`config.mk`:
```
export PLATFORM = sky130hd
export DESIGN_NAME = lcd_mode_timing_controller_top
export DESIGN_NICKNAME = d
export VERILOG_FILES = /design/src/rtl/lmtc_pkg.sv /design/src/rtl/lmtc_cfg.sv /design/src/rtl/lmtc_core.sv /design/src/rtl/lcd_mode_timing_controller_top.sv
export SDC_FILE = /design/constraint.sdc
export NUM_CORES = 1
export LEC_CHECK = 0
export ABC_AREA = 1
export CAP_MARGIN = 25
export CORE_ASPECT_RATIO = 1.1
export CORE_MARGIN = 2
export CORE_UTILIZATION = 40
export CTS_BUF_LIST = sky130_fd_sc_hd__clkbuf_4
export DETAILED_ROUTE_END_ITERATION = 16
export DONT_BUFFER_PORTS = 1
export PLACE_DENSITY = 0.56
export SYNTH_ARGS = -nofsm -noshare
export SYNTH_HDL_FRONTEND = slang
export SYNTH_SLANG_ARGS = --single-unit
```
`constraint.sdc`:
```
create_clock -name clk_i -period 6 [get_ports clk_i]
set_clock_uncertainty 0.1 [all_clocks]
set_input_delay 0 -clock clk_i [delete_from_list [all_inputs] [get_ports clk_i]]
set_output_delay 0 -clock clk_i [all_outputs]
set_load 0.005 [all_outputs]
```
`src/rtl/lmtc_pkg.sv`:
```
`timescale 1ns / 1ps

package lmtc_pkg;

  localparam int unsigned CountWidth = 11;
  localparam int unsigned LenWidth   = 10;
  localparam int unsigned LineWidth  = 8;
  localparam int unsigned StepWidth  = 5;
  localparam int unsigned IndexWidth = 3;

  localparam logic [LineWidth-1:0] VisibleLines = 8'd144;
  localparam logic [LineWidth-1:0] TotalLines   = 8'd154;

  localparam logic [LenWidth-1:0] OamCyclesRst    = 10'd80;
  localparam logic [LenWidth-1:0] VramCyclesRst   = 10'd172;
  localparam logic [LenWidth-1:0] HblankCyclesRst = 10'd204;
  localparam logic [LenWidth-1:0] VblankCyclesRst = 10'd456;

  typedef enum logic [1:0] {
    PHASE_HBLANK = 2'd0,
    PHASE_VBLANK = 2'd1,
    PHASE_OAM    = 2'd2,
    PHASE_VRAM   = 2'd3
  } mode_e;

  typedef enum logic [IndexWidth-1:0] {
    REG_OAM_CYCLES    = 3'd0,
    REG_VRAM_CYCLES   = 3'd1,
    REG_HBLANK_CYCLES = 3'd2,
    REG_VBLANK_CYCLES = 3'd3,
    REG_OAM_IRQ_EN    = 3'd4,
    REG_HBLANK_IRQ_EN = 3'd5,
    REG_VBLANK_IRQ_EN = 3'd6
  } cfg_idx_e;

  typedef struct packed {
    logic [LenWidth-1:0] oam_cycles;
    logic [LenWidth-1:0] vram_cycles;
    logic [LenWidth-1:0] hblank_cycles;
    logic [LenWidth-1:0] vblank_cycles;
    logic                oam_irq_en;
    logic                hblank_irq_en;
    logic                vblank_irq_en;
  } cfg_t;

  typedef struct packed {
    mode_e                video_mode;
    logic [LineWidth-1:0] line_number;
    logic                 draw_strobe;
    logic [LineWidth-1:0] drawn_line;
    logic                 stat_irq_request;
    logic                 vblank_irq_request;
  } res_t;

endpackage

```
`src/rtl/lmtc_cfg.sv`:
```
`timescale 1ns / 1ps

module lmtc_cfg (
  input  logic                                clk_i,
  input  logic                                rst_ni,
  input  logic                                cfg_we_i,
  input  logic [lmtc_pkg::IndexWidth-1:0]     cfg_index_i,
  input  logic [lmtc_pkg::LenWidth-1:0]       cfg_data_i,
  output lmtc_pkg::cfg_t                      cfg_o
);

  lmtc_pkg::cfg_t cfg_q, cfg_d;

  always_comb begin
    cfg_d = cfg_q;
    if (cfg_we_i) begin
      case (lmtc_pkg::cfg_idx_e'(cfg_index_i))
        lmtc_pkg::REG_OAM_CYCLES:    cfg_d.oam_cycles    = cfg_data_i;
        lmtc_pkg::REG_VRAM_CYCLES:   cfg_d.vram_cycles   = cfg_data_i;
        lmtc_pkg::REG_HBLANK_CYCLES: cfg_d.hblank_cycles = cfg_data_i;
        lmtc_pkg::REG_VBLANK_CYCLES: cfg_d.vblank_cycles = cfg_data_i;
        lmtc_pkg::REG_OAM_IRQ_EN:    cfg_d.oam_irq_en    = cfg_data_i[0];
        lmtc_pkg::REG_HBLANK_IRQ_EN: cfg_d.hblank_irq_en = cfg_data_i[0];
        lmtc_pkg::REG_VBLANK_IRQ_EN: cfg_d.vblank_irq_en = cfg_data_i[0];
        default: ; // unmapped index, write dropped
      endcase
    end
  end

  always_ff @(posedge clk_i or negedge rst_ni) begin
    if (!rst_ni) begin
      cfg_q.oam_cycles    <= lmtc_pkg::OamCyclesRst;
      cfg_q.vram_cycles   <= lmtc_pkg::VramCyclesRst;
      cfg_q.hblank_cycles <= lmtc_pkg::HblankCyclesRst;
      cfg_q.vblank_cycles <= lmtc_pkg::VblankCyclesRst;
      cfg_q.oam_irq_en    <= 1'b0;
      cfg_q.hblank_irq_en <= 1'b0;
      cfg_q.vblank_irq_en <= 1'b0;
    end else begin
      cfg_q <= cfg_d;
    end
  end

  assign cfg_o = cfg_q;

endmodule

```
`src/rtl/lmtc_core.sv`:
```
`timescale 1ns / 1ps

module lmtc_core (
  input  logic                             clk_i,
  input  logic                             rst_ni,
  input  logic                             step_i,
  input  logic [lmtc_pkg::StepWidth-1:0]   cycles_i,
  input  lmtc_pkg::cfg_t                   cfg_i,
  output lmtc_pkg::res_t                   res_o
);

  logic [lmtc_pkg::CountWidth-1:0] count_q, count_d;
  lmtc_pkg::mode_e                 mode_q, mode_d;
  logic [lmtc_pkg::LineWidth-1:0]  line_q, line_d;

  logic [lmtc_pkg::CountWidth-1:0] sum;
  logic [lmtc_pkg::CountWidth-1:0] len;
  logic                            done;
  logic [lmtc_pkg::LineWidth-1:0]  line_inc;

  always_comb begin
    sum = count_q + {{(lmtc_pkg::CountWidth-lmtc_pkg::StepWidth){1'b0}}, cycles_i};
    case (mode_q)
      lmtc_pkg::PHASE_OAM:    len = {1'b0, cfg_i.oam_cycles};
      lmtc_pkg::PHASE_VRAM:   len = {1'b0, cfg_i.vram_cycles};
      lmtc_pkg::PHASE_HBLANK: len = {1'b0, cfg_i.hblank_cycles};
      default:                len = {1'b0, cfg_i.vblank_cycles};
    endcase
    done     = (sum >= len);
    line_inc = line_q + 8'd1;

    count_d = done ? (sum - len) : sum;
    mode_d  = mode_q;
    line_d  = line_q;
    res_o.draw_strobe        = 1'b0;
    res_o.drawn_line         = '0;
    res_o.stat_irq_request   = 1'b0;
    res_o.vblank_irq_request = 1'b0;

    if (done) begin
      case (mode_q)
        lmtc_pkg::PHASE_OAM: begin
          mode_d                 = lmtc_pkg::PHASE_VRAM;
          res_o.stat_irq_request = cfg_i.oam_irq_en;
        end
        lmtc_pkg::PHASE_VRAM: begin
          mode_d = lmtc_pkg::PHASE_HBLANK;
        end
        lmtc_pkg::PHASE_HBLANK: begin
          line_d                 = line_inc;
          mode_d                 = (line_inc >= lmtc_pkg::VisibleLines) ?
                                   lmtc_pkg::PHASE_VBLANK : lmtc_pkg::PHASE_OAM;
          res_o.draw_strobe      = 1'b1;
          res_o.drawn_line       = line_q;
          res_o.stat_irq_request = cfg_i.hblank_irq_en;
        end
        default: begin
          // vblank line end; wrap to line 0 after the last one
          if (line_inc >= lmtc_pkg::TotalLines) begin
            line_d = '0;
            mode_d = lmtc_pkg::PHASE_OAM;
          end else begin
            line_d = line_inc;
          end
          res_o.vblank_irq_request = cfg_i.vblank_irq_en;
        end
      endcase
    end

    res_o.video_mode  = mode_d;
    res_o.line_number = line_d;
  end

  always_ff @(posedge clk_i or negedge rst_ni) begin
    if (!rst_ni) begin
      count_q <= '0;
      mode_q  <= lmtc_pkg::PHASE_OAM;
      line_q  <= '0;
    end else if (step_i) begin
      count_q <= count_d;
      mode_q  <= mode_d;
      line_q  <= line_d;
    end
  end

  a_strobe_then_oam_or_vblank: assert property (
    @(posedge clk_i) disable iff (!rst_ni)
    step_i && res_o.draw_strobe |=>
      (mode_q == lmtc_pkg::PHASE_OAM || mode_q == lmtc_pkg::PHASE_VBLANK))
    else $error("hblank end did not move to OAM or vblank");

  a_vblank_req_in_vblank: assert property (
    @(posedge clk_i) disable iff (!rst_ni)
    step_i && res_o.vblank_irq_request |-> mode_q == lmtc_pkg::PHASE_VBLANK)
    else $error("vblank request outside vertical blank");

  a_state_held_when_idle: assert property (
    @(posedge clk_i) disable iff (!rst_ni)
    !step_i |=> $stable(count_q) && $stable(line_q) && $stable(mode_q))
    else $error("timing state moved without a word");

endmodule

```
`src/rtl/lcd_mode_timing_controller_top.sv`:
```
`timescale 1ns / 1ps

// Channel  Dir  Handshake                  Payload
// -------  ---  -------------------------  ------------------------------------
// in       in   in_valid_i / in_stall_o    cycles_elapsed_i
// out      out  out_valid_o / out_stall_i  video_mode_o, line_number_o,
//                                          draw_strobe_o, drawn_line_o,
//                                          stat_irq_request_o, vblank_irq_request_o
// cfg      in   cfg_we_i                   cfg_index_i, cfg_data_i
//
// One word per cycle while the output is not stalled; a word that is taken goes
// into the input register, then through the step logic into the result register.
// The rate is set by the single add / compare / subtract on the cycle counter.
// Reset puts the timing in OAM access on line 0 with a zero counter and the
// default mode lengths; no clearing pass.
// A stall on the output backs up into the input register; in_stall_o rises
// only when both registers hold a word.

module lcd_mode_timing_controller_top (
  input  logic                                clk_i,
  input  logic                                rst_ni,
  input  logic                                in_valid_i,
  output logic                                in_stall_o,
  input  logic [lmtc_pkg::StepWidth-1:0]      cycles_elapsed_i,
  output logic                                out_valid_o,
  input  logic                                out_stall_i,
  output logic [1:0]                          video_mode_o,
  output logic [lmtc_pkg::LineWidth-1:0]      line_number_o,
  output logic                                draw_strobe_o,
  output logic [lmtc_pkg::LineWidth-1:0]      drawn_line_o,
  output logic                                stat_irq_request_o,
  output logic                                vblank_irq_request_o,
  input  logic                                cfg_we_i,
  input  logic [lmtc_pkg::IndexWidth-1:0]     cfg_index_i,
  input  logic [lmtc_pkg::LenWidth-1:0]       cfg_data_i
);

  lmtc_pkg::cfg_t cfg;
  lmtc_pkg::res_t res;

  // input register
  logic                           s1_valid_q, s1_valid_d;
  logic [lmtc_pkg::StepWidth-1:0] s1_cycles_q;
  // result register
  logic                           out_valid_q, out_valid_d;
  lmtc_pkg::res_t                 out_q;

  logic in_fire;
  logic out_free;
  logic step;

  // result slot can take a word if empty or being drained this cycle
  assign out_free   = !out_valid_q || !out_stall_i;
  assign step       = s1_valid_q && out_free;
  assign in_stall_o = s1_valid_q && !out_free;
  assign in_fire    = in_valid_i && !in_stall_o;

  always_comb begin
    s1_valid_d = s1_valid_q;
    if (in_fire) begin
      s1_valid_d = 1'b1;
    end else if (step) begin
      s1_valid_d = 1'b0;
    end
    out_valid_d = out_free ? s1_valid_q : out_valid_q;
  end

  always_ff @(posedge clk_i or negedge rst_ni) begin
    if (!rst_ni) begin
      s1_valid_q  <= 1'b0;
      out_valid_q <= 1'b0;
    end else begin
      s1_valid_q  <= s1_valid_d;
      out_valid_q <= out_valid_d;
    end
  end

  always_ff @(posedge clk_i) begin
    if (in_fire) begin
      s1_cycles_q <= cycles_elapsed_i;
    end
    if (step) begin
      out_q <= res;
    end
  end

  lmtc_cfg u_cfg (
    .clk_i       (clk_i),
    .rst_ni      (rst_ni),
    .cfg_we_i    (cfg_we_i),
    .cfg_index_i (cfg_index_i),
    .cfg_data_i  (cfg_data_i),
    .cfg_o       (cfg)
  );

  // mode / line state advances exactly when a word moves into the result register
  lmtc_core u_core (
    .clk_i    (clk_i),
    .rst_ni   (rst_ni),
    .step_i   (step),
    .cycles_i (s1_cycles_q),
    .cfg_i    (cfg),
    .res_o    (res)
  );

  assign out_valid_o          = out_valid_q;
  assign video_mode_o         = out_q.video_mode;
  assign line_number_o        = out_q.line_number;
  assign draw_strobe_o        = out_q.draw_strobe;
  assign drawn_line_o         = out_q.drawn_line;
  assign stat_irq_request_o   = out_q.stat_irq_request;
  assign vblank_irq_request_o = out_q.vblank_irq_request;

  a_accept_fills_input_reg: assert property (
    @(posedge clk_i) disable iff (!rst_ni)
    in_fire |=> s1_valid_q)
    else $error("accepted word missing from input register");

  a_backpressure_keeps_word: assert property (
    @(posedge clk_i) disable iff (!rst_ni)
    s1_valid_q && out_valid_q && out_stall_i |=> s1_valid_q && out_valid_q)
    else $error("word dropped while output stalled");

endmodule

```
# Word level (Yosys, flattened, before mapping)
# Cells that the tools add are included.
# classes
n_lt_le_gt_ge,3
bitwise,1
reduce_logical,21
n_eq_ne,8
add_sub_neg,3
mux,13
# ops
operator,n
one-hot mux 10 bit (3 select lines),1
"greater-or-equal comparator 8 bit, second input constant",2
2-to-1 mux 8 bit,2
one-hot mux 8 bit (2 select lines),1
AND reduction 2 bit,8
adder 11 x 5 -> 11 bit,1
greater-or-equal comparator 11 x 10 -> 1 bit,1
2-to-1 mux 11 bit,1
subtractor 11 x 10 -> 11 bit,1
"equality test 3 bit, second input constant",3
2-to-1 mux 9 bit,1
"adder 8 x 1 -> 8 bit, second input constant",1
"equality test 3 x 2 -> 1 bit, second input constant",2
2-to-1 mux 2 bit,3
one-hot mux 2 bit (3 select lines),1
"equality test 2 bit, second input constant",2
zero test 1 bit,4
OR reduction 4 bit,1
"equality test 3 x 1 -> 1 bit, second input constant",1
logical AND 1 bit,3
zero test 3 bit,1
zero test 2 bit,1
2-to-1 mux 1 bit,2
one-hot mux 1 bit (2 select lines),1
4 further kinds,4
# totals
reg_bits,92
out_inout_bits,23

# Longest topological paths before layout
# Gate-level depths: netlist (run 1).
# depth
word_depth,7
depth_mapped,24
mapped_depth_nobuf,24

# Cells and area by module
# A second synthesis (run 1) with hierarchy kept.
# hier_totals
cells_unflattened,701
area_unflattened_um2,5462.7
# modules_own_cells
mod,instances,area_per_inst_um2,cells_per_inst,seq_area_each_um2
lmtc_core,1,2786.4,464,526.8
lmtc_cfg,1,1800.5,199,1093.5
lcd_mode_timing_controller_top,1,875.8,38,830.8

# Least setup slack after synthesis (run 1)
# OpenSTA, ideal clock, no wires.
# synth_path
path_type,reg2reg
start,register u_core.mode_q[1]
end,"register out_q (netlist bit line_number_o[5]), data pin"
path_stages_with_launch,18
t_required_ns,5.645
setup_ns,0.255
period_less_slack_ns,3.203
path_slack_ns,2.797
arrival_time_ns,2.848
path_cell_list,dfstp_2 -> inv_1 -> ha_1 -> inv_1 -> clkbuf_1 -> buf_1 -> o22ai_1 -> ha_1 -> a21oi_1 -> o21ai_1 -> nand2_1 -> nand3_1 -> nand2_1 -> inv_2 -> nor2_8 -> buf_8 -> nand2_2 -> and2_1
# synth_rtl
element,line,text
start: declaration,lmtc_core.sv:13,"lmtc_pkg::mode_e mode_q, mode_d;"
start signal: assignment,lmtc_core.sv:77,mode_q <= lmtc_pkg::PHASE_OAM;
start signal: assignment,lmtc_core.sv:81,mode_q <= mode_d;
end signal: assignment,lcd_mode_timing_controller_top.sv:83,out_q <= res;
end: declaration,lcd_mode_timing_controller_top.sv:46,lmtc_pkg::res_t out_q;

# Worst setup path in the final report (run 1)
# layout_path
start,register u_core.mode_q[1]
end,"register out_q (netlist bit drawn_line_o[7]), data pin"
# layout_between
elab_chain_cells,4
elab_cells_between_ends,6
# layout_lines
element,line,text
equality test 2 bit / zero test 2 bit (equally long branches),"lmtc_core.sv:23, lmtc_core.sv:41",
one-hot mux 10 bit (3 select lines),lmtc_core.sv:23,case (mode_q)
greater-or-equal comparator 11 x 10 -> 1 bit,lmtc_core.sv:29,done = (sum >= len);
AND reduction 2 bit (no source line) *,-,
# Every way passes the cells marked *; elsewhere a longest branch is shown, timed or not.
# A chain may end at the register's enable or synchronous reset.

==> flow_summary.html, run 1 <==
<table>
<tr><th>Metric</th><th>Value</th></tr>
<tr><th colspan="2">GRT</th></tr>
<tr><td>Remaining Overflow, GRT</td><td>0</td></tr>
<tr><td>Maximum number of pins on one net before global-route repair</td><td>52</td></tr>
<tr><td>All-Layer GR Usage</td><td>18.4%</td></tr>
<tr><td>Vias in the first global route</td><td>approximately 4000</td></tr>
<tr><td>Antenna violations before repair</td><td>1</td></tr>
<tr><td>Global-route wire length before repair</td><td>20000 um</td></tr>
<tr><th colspan="2">Place</th></tr>
<tr><td>Detail Placement HPWL</td><td>8080 um</td></tr>
<tr><td>Placer Congestion</td><td>0.889</td></tr>
<tr><td>Number of placed instances, taps included</td><td>758</td></tr>
<tr><td>Placed cell areas</td><td>0.00523 sq mm</td></tr>
<tr><td>Setup slack after placement</td><td>a little over 2 ns</td></tr>
<tr><td>Count of input and output buffers</td><td>0</td></tr>
<tr><th colspan="2">Logic synthesis</th></tr>
<tr><td>Top cell type's share of synthesized area</td><td>24.8%</td></tr>
<tr><td>Cell Area, Synth</td><td>0.00514 sq mm</td></tr>
<tr><td>Dominant synthesized flop cell</td><td>sky130_fd_sc_hd__dfrtp_1</td></tr>
<tr><td>Share of async-settable or async-resettable flops after synthesis</td><td>71.7%</td></tr>
<tr><td>FF+latch count, synth</td><td>92</td></tr>
<tr><td>Synthesis Warnings</td><td>0</td></tr>
<tr><td>Gate count after technology mapping</td><td>622</td></tr>
<tr><td>Number of synthesized flops with an enable pin</td><td>26</td></tr>
<tr><td>Distinct cells, synth</td><td>34</td></tr>
<tr><td>Sequential-to-total area share from yosys stat</td><td>~48%</td></tr>
<tr><td>Syn avg cell area</td><td>8.26 sq um</td></tr>
<tr><td>Cell type with the highest aggregate area in the netlist</td><td>sky130_fd_sc_hd__dfrtp_1</td></tr>
<tr><td>Main area contributors after synthesis</td><td>sky130_fd_sc_hd__dfrtp_1 25%, sky130_fd_sc_hd__edfxtp_1 15%, sky130_fd_sc_hd__nand2_1 13%, sky130_fd_sc_hd__dfstp_2 7.7%, sky130_fd_sc_hd__o21ai_0 5.5%</td></tr>
<tr><td>Post-synthesis net count</td><td>668</td></tr>
<tr><th colspan="2">STA</th></tr>
<tr><td>Worst path setup slack after routing</td><td>approximately 2.1 ns</td></tr>
<tr><td>Final total negative setup slack</td><td>0 ns</td></tr>
<tr><td>Slew @ Worst Pin</td><td>0.862 ns</td></tr>
<tr><td>Final hold violation count</td><td>0</td></tr>
<tr><td>Pins Over Slew Limit</td><td>0</td></tr>
<tr><td>Headroom to the max-slew limit</td><td>42.4%</td></tr>
<tr><td>Final setup violation count</td><td>0</td></tr>
<tr><td>RSZ-0062 raised after global routing</td><td>no</td></tr>
<tr><td>Max Clk Rate</td><td>254 MHz</td></tr>
<tr><td>Period utilisation layout</td><td>~66%</td></tr>
<tr><td>Minimum period implied by the final worst setup slack</td><td>between 3 and 4 ns</td></tr>
<tr><th colspan="2">Setup path</th></tr>
<tr><td>Arrival time at the worst endpoint</td><td>about 4 ns</td></tr>
<tr><td>Kind of cell adding the most delay to the critical path</td><td>simple AND/OR/NAND/NOR gates</td></tr>
<tr><td>Cell with the largest stage delay on the worst path</td><td>sky130_fd_sc_hd__inv_1</td></tr>
<tr><td>Crit path top cell by count</td><td>sky130_fd_sc_hd__nand2_1</td></tr>
<tr><td>WS Path Type</td><td>reg -&gt; reg</td></tr>
<tr><td>Critical Path, Cell by Cell</td><td>inv_1 -&gt; ha_1 -&gt; inv_1 -&gt; nand2_1 -&gt; o22ai_1 -&gt; ha_1 -&gt; a21oi_1 -&gt; o21ai_1 -&gt; nand2_1 -&gt; nand3_1 -&gt; nand2_1 -&gt; nand3_4 -&gt; nand2_2 -&gt; nor2_1</td></tr>
<tr><td>Crit path capture type</td><td>flop</td></tr>
<tr><td>Slowest cell delay on critical path</td><td>a little under 0.7 ns</td></tr>
<tr><td>Required time of the critical path</td><td>6.12 ns</td></tr>
<tr><td>Maximum fanout along the worst path</td><td>29</td></tr>
<tr><td>Buf/Inv on CP</td><td>2</td></tr>
<tr><td>Startpoint Class</td><td>flop</td></tr>
<tr><th colspan="2">Route</th></tr>
<tr><td>Remaining antenna violation count</td><td>0</td></tr>
<tr><td>DR WL met3</td><td>around 350 um</td></tr>
<tr><td>Number of vias in the routed layout</td><td>4136</td></tr>
<tr><td>Routed wl met2</td><td>5460 um</td></tr>
<tr><td>Post-detailed-routing wire length</td><td>approximately 12000 um</td></tr>
<tr><td>Ratio of routed vias to standard cells</td><td>5.16</td></tr>
<tr><td>Average wire per cell in the routed design</td><td>14.6 um</td></tr>
<tr><td>Iter 0 DRT Violations</td><td>319</td></tr>
<tr><td>Wire length on met1</td><td>5650 um</td></tr>
<tr><td>Highest metal used</td><td>met4</td></tr>
<tr><td>Residual DRC</td><td>0</td></tr>
<tr><td>First-pass detailed-route iteration total</td><td>5</td></tr>
<tr><th colspan="2">Cells and area</th></tr>
<tr><td>Share of layout cells above drive strength 1</td><td>7.62%</td></tr>
<tr><td>Area Growth Syn to Fin</td><td>10.7%</td></tr>
<tr><td>Final cell count without fillers</td><td>801</td></tr>
<tr><td>Post-route cell area</td><td>about 0.0057 sq mm</td></tr>
<tr><td>Number of nets at the end of the flow</td><td>684</td></tr>
<tr><th colspan="2">Pwr</th></tr>
<tr><td>Pwr dens</td><td>618 mW/mm^2</td></tr>
<tr><td>Total chip power</td><td>about 0.0035 W</td></tr>
<tr><td>Total leakage power</td><td>around 2.7 nW</td></tr>
<tr><td>Highest ir drop seen on vdd</td><td>about 0.2 mV</td></tr>
<tr><th colspan="2">Clock tree</th></tr>
<tr><td>Number of instances resized during post-cts repair</td><td>0</td></tr>
<tr><td>Clock-pin transition on the worst setup and hold timing paths</td><td>0.15 ns</td></tr>
<tr><td>CTS root buf</td><td>sky130_fd_sc_hd__clkbuf_4</td></tr>
<tr><td>Total CTS buffers</td><td>9</td></tr>
<tr><td>Post-CTS Repair Setup Buffers</td><td>0</td></tr>
<tr><td>Clock insertion delay at the later pin of the skew report</td><td>around 0.47 ns</td></tr>
<tr><td>CTS H-tree depth</td><td>3</td></tr>
<tr><td>Sink Count</td><td>92</td></tr>
<tr><td>Buffers from clock root to sink, at most</td><td>2</td></tr>
<tr><td>CTS tree</td><td>yes</td></tr>
<tr><th colspan="2">Floorplan</th></tr>
<tr><td>Floorplan core area</td><td>0.0126 sq mm</td></tr>
<tr><td>Ports</td><td>46</td></tr>
<tr><td>Row count</td><td>43</td></tr>
<tr><td>Area of the die</td><td>about 0.014 sq mm</td></tr>
<tr><td>Die width</td><td>112 um</td></tr>
<tr><td>Starting density of the core</td><td>40.8%</td></tr>
<tr><td>Vertical die dimension</td><td>around 120 um</td></tr>
<tr><th colspan="2">Run status</th></tr>
<tr><td>Status</td><td>finished, final reports clean</td></tr>
<tr><th colspan="2">Job</th></tr>
<tr><td>Max capacitance violation total</td><td>0</td></tr>
<tr><th colspan="2">Min path</th></tr>
<tr><td>Type of the most critical hold path</td><td>in -&gt; async</td></tr>
</table>
==> power by group <==
part | switching [W] | internal [W] | total, W | leakage [nW]
Clock | 0.000210 | 0.000171 | 0.000381 | 0.0885
Combinational | 0.00136 | 0.000742 | 0.00210 | 1.59
Sequential | 0.000128 | 0.000902 | 0.00103 | 1.04
Total | 0.00170 | 0.00182 | 0.00351 | 2.72
==> timing repair <==
action                                 in CTS  in global routing
endpoints found under the hold margin     121                  0
hold buffers                               26                  0
setup endpoints to repair                   0                  0
==> per-stage QoR <==
| stage | hold WS, ns | utilization, % |
|---|---|---|
| after floorplan | -0.396 | - |
| after CTS | 0.0104 | 45.2 |
| after global routing | 0.0142 | 45.2 |
| after global placement | -0.392 | 41.6 |
| final | 0.0389 | 45.2 |
| after detailed placement | -0.392 | 41.6 |
==> worst paths after layout <==
| kind | startpoint | endpoint | slack, ns | cells after the start |
|---|---|---|---|---|
| worst min-delay path | rst_ni | u_core.mode_q[1] | 0.04 | 2 |
| max in group asynchronous | rst_ni | u_core.count_q[4] | 5.47 | 3 |
| worst min register to register | u_cfg.cfg_o[6] | u_cfg.cfg_o[6] | 0.40 | 2 |
| min in group clk_i | cfg_index_i[1] | u_cfg.cfg_o[11] | 0.04 | 2 |
| worst max register to register | u_core.mode_q[1] | drawn_line_o[7] | 2.07 | 14 |
| worst max-delay path | u_core.mode_q[1] | drawn_line_o[7] | 2.07 | 14 |
==> placed cells by master (no fill, tap or decap), drive strengths merged, types with 3 or more instances in the layout <==
cell / synthesis / layout
nand2: 184 / 184
inv: 72 / 74
o21ai: 71 / 71
dfrtp: 51 / 51
nand3: 47 / 47
nor2: 33 / 33
edfxtp: 26 / 26
dlygate4sd3: 0 / 24
ha: 21 / 21
a21oi: 18 / 18
o22ai: 16 / 16
dfstp: 15 / 15
clkbuf: 18 / 10
a22o: 9 / 9
xor2: 9 / 9
and2: 7 / 7
nand4: 5 / 5
a31oi: 5 / 5
xnor2: 4 / 4
clkinv: 1 / 3
buf: 4 / 3
==> flip-flops by register name, indices dropped and copies added (netlist names), 2 cells and up <==
register        cells
line_number_o       8
u_core.mode_q       2
u_core.count_q     11
u_cfg.cfg_o        43
s1_cycles_q         5
video_mode_o        2
u_core.line_q       8
drawn_line_o        8
==> synthesized netlist by cell type, types with 2 or more instances <==
| master | n |
|---|---|
| sky130_fd_sc_hd__and2_1 | 7 |
| sky130_fd_sc_hd__nand2_4 | 2 |
| sky130_fd_sc_hd__o22ai_1 | 16 |
| sky130_fd_sc_hd__a31oi_1 | 5 |
| sky130_fd_sc_hd__a21oi_1 | 18 |
| sky130_fd_sc_hd__xnor2_1 | 4 |
| sky130_fd_sc_hd__nand3_2 | 3 |
| sky130_fd_sc_hd__nand2_1 | 176 |
| sky130_fd_sc_hd__nand3_1 | 43 |
| sky130_fd_sc_hd__nand2_2 | 6 |
| sky130_fd_sc_hd__ha_1 | 21 |
| sky130_fd_sc_hd__xor2_1 | 9 |
| sky130_fd_sc_hd__inv_1 | 70 |
| sky130_fd_sc_hd__nand4_1 | 5 |
| sky130_fd_sc_hd__dfstp_2 | 15 |
| sky130_fd_sc_hd__o21ai_1 | 14 |
| sky130_fd_sc_hd__o21ai_0 | 56 |
| sky130_fd_sc_hd__buf_6 | 2 |
| sky130_fd_sc_hd__o21bai_1 | 2 |
| sky130_fd_sc_hd__clkbuf_1 | 18 |
| sky130_fd_sc_hd__dfrtp_1 | 51 |
| sky130_fd_sc_hd__edfxtp_1 | 26 |
| sky130_fd_sc_hd__a22o_1 | 9 |
| sky130_fd_sc_hd__nor2_1 | 32 |
| sky130_fd_sc_hd__inv_2 | 2 |
| sky130_fd_sc_hd__fa_1 | 2 |
==> area by class of cell <==
class | count | area (sq um)
fillers | 1317 | 6900
flip-flops and latches | 92 | 2450
multi-input cells | 435 | 2300
repair buffers | 27 | 303
inverters | 73 | 274
well taps | 157 | 196
clock inverters | 6 | 80.1
clock buffers | 10 | 75.1
diodes | 1 | 2.50
==> cells by family (layout without fill, tap and decap cells) <==
kind of cell / count (synthesis) / count (layout) / synth area share, %
AND/OR/NAND/NOR: 276 / 276 / 23.3
AO/OA/AOI/OAI: 123 / 123 / 13.4
buffers and inverters: 95 / 116 / 7.45
flip-flops: 92 / 92 / 47.7
adder cells (fa/ha/maj): 23 / 23 / 5.89
XOR/XNOR: 13 / 13 / 2.22
other: 0 / 1 / 0
==> routing by layer <==
metal	global-route usage (%)	vias up
li1	-	2078
met1	24.5	1972
met2	30.4	74
met3	3.21	12
met4	6.40	0
met5	0	-
Power figures use the tool's default switching activity.
==> run 2, diff against run 1 <==
- PLACE_DENSITY: 0.56 -> 0.58
- clock period: 6 -> 3.5 ns (I/O delays scaled with it)
==> flow_summary.html, run 2 (same netlist as run 1, synthesis figures left out) <==
<table>
<tr><th>Metric</th><th>Value</th></tr>
<tr><th colspan="2">Cells and area</th></tr>
<tr><td>Number of fill cells</td><td>1262</td></tr>
<tr><td>Number of nets at the end of the flow</td><td>699</td></tr>
<tr><td>Max reg flops</td><td>43</td></tr>
<tr><td>Area Growth Syn to Fin</td><td>14.4%</td></tr>
<tr><td>Share of layout cells above drive strength 1</td><td>11.2%</td></tr>
<tr><td>Antenna cells</td><td>0</td></tr>
<tr><td>Most frequent cells in the layout</td><td>174 x sky130_fd_sc_hd__nand2_1, 70 x sky130_fd_sc_hd__inv_1, 55 x sky130_fd_sc_hd__o21ai_0</td></tr>
<tr><td>Final cell count without fillers</td><td>815</td></tr>
<tr><td>Commonest non-fill, non-tap cell in the layout</td><td>sky130_fd_sc_hd__nand2_1</td></tr>
<tr><th colspan="2">STA</th></tr>
<tr><td>Final total negative setup slack</td><td>0 ns</td></tr>
<tr><td>Slew @ Worst Pin</td><td>0.709 ns</td></tr>
<tr><td>Worst path setup slack after routing</td><td>between 0.2 and 0.25 ns</td></tr>
<tr><td>RSZ-0062 raised after global routing</td><td>no</td></tr>
<tr><td>Max Clk Rate</td><td>307 MHz</td></tr>
<tr><td>Period utilisation layout</td><td>93.2%</td></tr>
<tr><td>Post-route worst hold slack</td><td>0.0424 ns</td></tr>
<tr><td>Headroom to the max-slew limit</td><td>52.6%</td></tr>
<tr><td>Pins Over Slew Limit</td><td>0</td></tr>
<tr><td>Final setup violation count</td><td>0</td></tr>
<tr><td>Final hold violation count</td><td>0</td></tr>
<tr><td>Minimum period implied by the final worst setup slack</td><td>approximately 3.3 ns</td></tr>
<tr><th colspan="2">Setup path</th></tr>
<tr><td>WS Path Type</td><td>reg -&gt; reg</td></tr>
<tr><td>Crit path capture type</td><td>flop</td></tr>
<tr><td>Startpoint Class</td><td>flop</td></tr>
<tr><td>Arrival time at the worst endpoint</td><td>3.42 ns</td></tr>
<tr><td>Required time of the critical path</td><td>3.66 ns</td></tr>
<tr><td>Maximum fanout along the worst path</td><td>7</td></tr>
<tr><th colspan="2">Clock tree</th></tr>
<tr><td>CTS H-tree depth</td><td>3</td></tr>
<tr><td>CTS tree</td><td>yes</td></tr>
<tr><td>CTS root buf</td><td>sky130_fd_sc_hd__clkbuf_4</td></tr>
<tr><td>Buffers from clock root to sink, at most</td><td>2</td></tr>
<tr><td>Total CTS buffers</td><td>9</td></tr>
<tr><td>Clock-pin transition on the worst setup and hold timing paths</td><td>0.15 ns</td></tr>
<tr><td>Sink Count</td><td>92</td></tr>
<tr><td>Clock insertion delay at the later pin of the skew report</td><td>between 0.4 and 0.5 ns</td></tr>
<tr><th colspan="2">Route</th></tr>
<tr><td>Iter 0 DRT Violations</td><td>232</td></tr>
<tr><td>Post-detailed-routing wire length</td><td>11700 um</td></tr>
<tr><td>First-pass detailed-route iteration total</td><td>5</td></tr>
<tr><td>Residual DRC</td><td>0</td></tr>
<tr><td>Average wire per cell in the routed design</td><td>roughly 14 um</td></tr>
<tr><td>Number of vias in the routed layout</td><td>4218</td></tr>
<tr><td>Ratio of routed vias to standard cells</td><td>5.18</td></tr>
<tr><td>Remaining antenna violation count</td><td>0</td></tr>
<tr><th colspan="2">GRT</th></tr>
<tr><td>Antenna violations before repair</td><td>0</td></tr>
<tr><td>Remaining Overflow, GRT</td><td>0</td></tr>
<tr><td>Vias in the first global route</td><td>3884</td></tr>
<tr><td>Global-route wire length before repair</td><td>18900 um</td></tr>
<tr><td>Maximum number of pins on one net before global-route repair</td><td>52</td></tr>
<tr><td>All-Layer GR Usage</td><td>17.5%</td></tr>
<tr><th colspan="2">Place</th></tr>
<tr><td>Number of placed instances, taps included</td><td>766</td></tr>
<tr><td>Placer Congestion</td><td>0.860</td></tr>
<tr><td>Detail Placement HPWL</td><td>7830 um</td></tr>
<tr><td>Setup slack after placement</td><td>0.0214 ns</td></tr>
<tr><td>Count of input and output buffers</td><td>0</td></tr>
<tr><th colspan="2">Floorplan</th></tr>
<tr><td>Die width</td><td>between 100 and 150 um</td></tr>
<tr><td>Floorplan core area</td><td>0.0126 sq mm</td></tr>
<tr><td>Row count</td><td>43</td></tr>
<tr><td>Starting density of the core</td><td>40.8%</td></tr>
<tr><td>Ports</td><td>46</td></tr>
<tr><td>Vertical die dimension</td><td>~120 um</td></tr>
<tr><td>Area of the die</td><td>about 0.014 sq mm</td></tr>
<tr><th colspan="2">Job</th></tr>
<tr><td>Max capacitance violation total</td><td>0</td></tr>
<tr><th colspan="2">Run status</th></tr>
<tr><td>Status</td><td>finished, final reports clean</td></tr>
<tr><th colspan="2">Pwr</th></tr>
<tr><td>Pwr dens</td><td>1100 mW/mm^2</td></tr>
<tr><td>Highest ir drop seen on vdd</td><td>0.356 mV</td></tr>
<tr><td>Total leakage power</td><td>2.81 nW</td></tr>
<tr><th colspan="2">Min path</th></tr>
<tr><td>Type of the most critical hold path</td><td>in -&gt; reg</td></tr>
</table>
-- run 2: cell types whose count changed in the layout (fill, tap and decap cells not counted), sizes merged --
cell / before / now
bufinv: 2 / 1
nor2: 33 / 34
diode: 1 / 0
clkbuf: 10 / 12
clkinv: 3 / 4
inv: 74 / 72
buf: 3 / 17
-- run 2: critical path: stages (launching register included) --
cell and delay [ns]:
sky130_fd_sc_hd__dfrtp_1 0.37, sky130_fd_sc_hd__ha_2 0.19, sky130_fd_sc_hd__inv_1 0.05, sky130_fd_sc_hd__fa_1 0.41, sky130_fd_sc_hd__inv_1 0.08, sky130_fd_sc_hd__nand2_1 0.06, sky130_fd_sc_hd__nand3_2 0.10, sky130_fd_sc_hd__xor2_1 0.15
sky130_fd_sc_hd__inv_1 0.08, sky130_fd_sc_hd__ha_1 0.33, sky130_fd_sc_hd__inv_2 0.05, sky130_fd_sc_hd__o21ai_1 0.20, sky130_fd_sc_hd__a21oi_1 0.09, sky130_fd_sc_hd__nand3_1 0.13, sky130_fd_sc_hd__nand2_2 0.10, sky130_fd_sc_hd__nand3_4 0.11
sky130_fd_sc_hd__buf_4 0.17, sky130_fd_sc_hd__nand3_1 0.11, sky130_fd_sc_hd__and2_1 0.15
-- run 2: report_power, final --
| group | switching (W) | internal, W | total (W) |
|---|---|---|---|
| clock network | 0.000363 | 0.000242 | 0.000605 |
| registers | 0.000228 | 0.00155 | 0.00177 |
| logic | 0.00245 | 0.00160 | 0.00406 |
| total | 0.00304 | 0.00339 | 0.00644 |
-- run 2: final timing paths --
kind                                        start               end  slack [ns]  cells after the start
max in group asynchronous                  rst_ni    u_cfg.cfg_o[5]        2.96                      3
worst min register to register    u_cfg.cfg_o[15]   u_cfg.cfg_o[15]        0.40                      2
worst max register to register  u_core.count_q[0]  line_number_o[2]        0.24                     18
worst max-delay path            u_core.count_q[0]  line_number_o[2]        0.24                     18
worst min-delay path               cfg_index_i[1]    u_cfg.cfg_o[9]        0.04                      2
min in group asynchronous                  rst_ni   u_cfg.cfg_o[10]        0.05                      2
-- run 2: per-stage QoR --
step                area (sq um)  total power (W)  util [%]
floorplan                   5140          0.00462         -
global placement            5310          0.00537      42.1
detailed placement          5310          0.00543      42.1
CTS                         5740          0.00609      45.6
global route                5880          0.00704      46.7
finish                      5880          0.00644      46.7
-- run 2: layout make-up --
type | count | area [sq um] | area share, %
Sequential cell | 92 | 2450 | 41.7
Multi-Input combinational cell | 436 | 2370 | 40.4
Timing Repair Buffer | 41 | 437 | 7.43
Inverter | 73 | 277 | 4.71
Tap cell | 157 | 196 | 3.34
Clock buffer | 12 | 90.1 | 1.53
Clock inverter | 4 | 51.3 | 0.873
-- run 2: timing repair --
| action | CTS | global route |
|---|---|---|
| hold buffers | 26 | 0 |
| gates resized for setup | 0 | 16 |
| buffers inserted | 0 | 6 |
| endpoints found under the setup margin | 0 | 41 |
| hold endpoints to repair | 132 | 0 |
-- run 2: per-layer routing --
metal	vias to the layer above	share of wire (%)	global-route usage, %	wire [um]
met2	115	47	28.3	5500
met3	20	4.6	2.72	534
met4	0	2.2	7.62	257
met5	-	0	0	0
li1	2110	-	-	-
met1	1973	46	23.4	5380
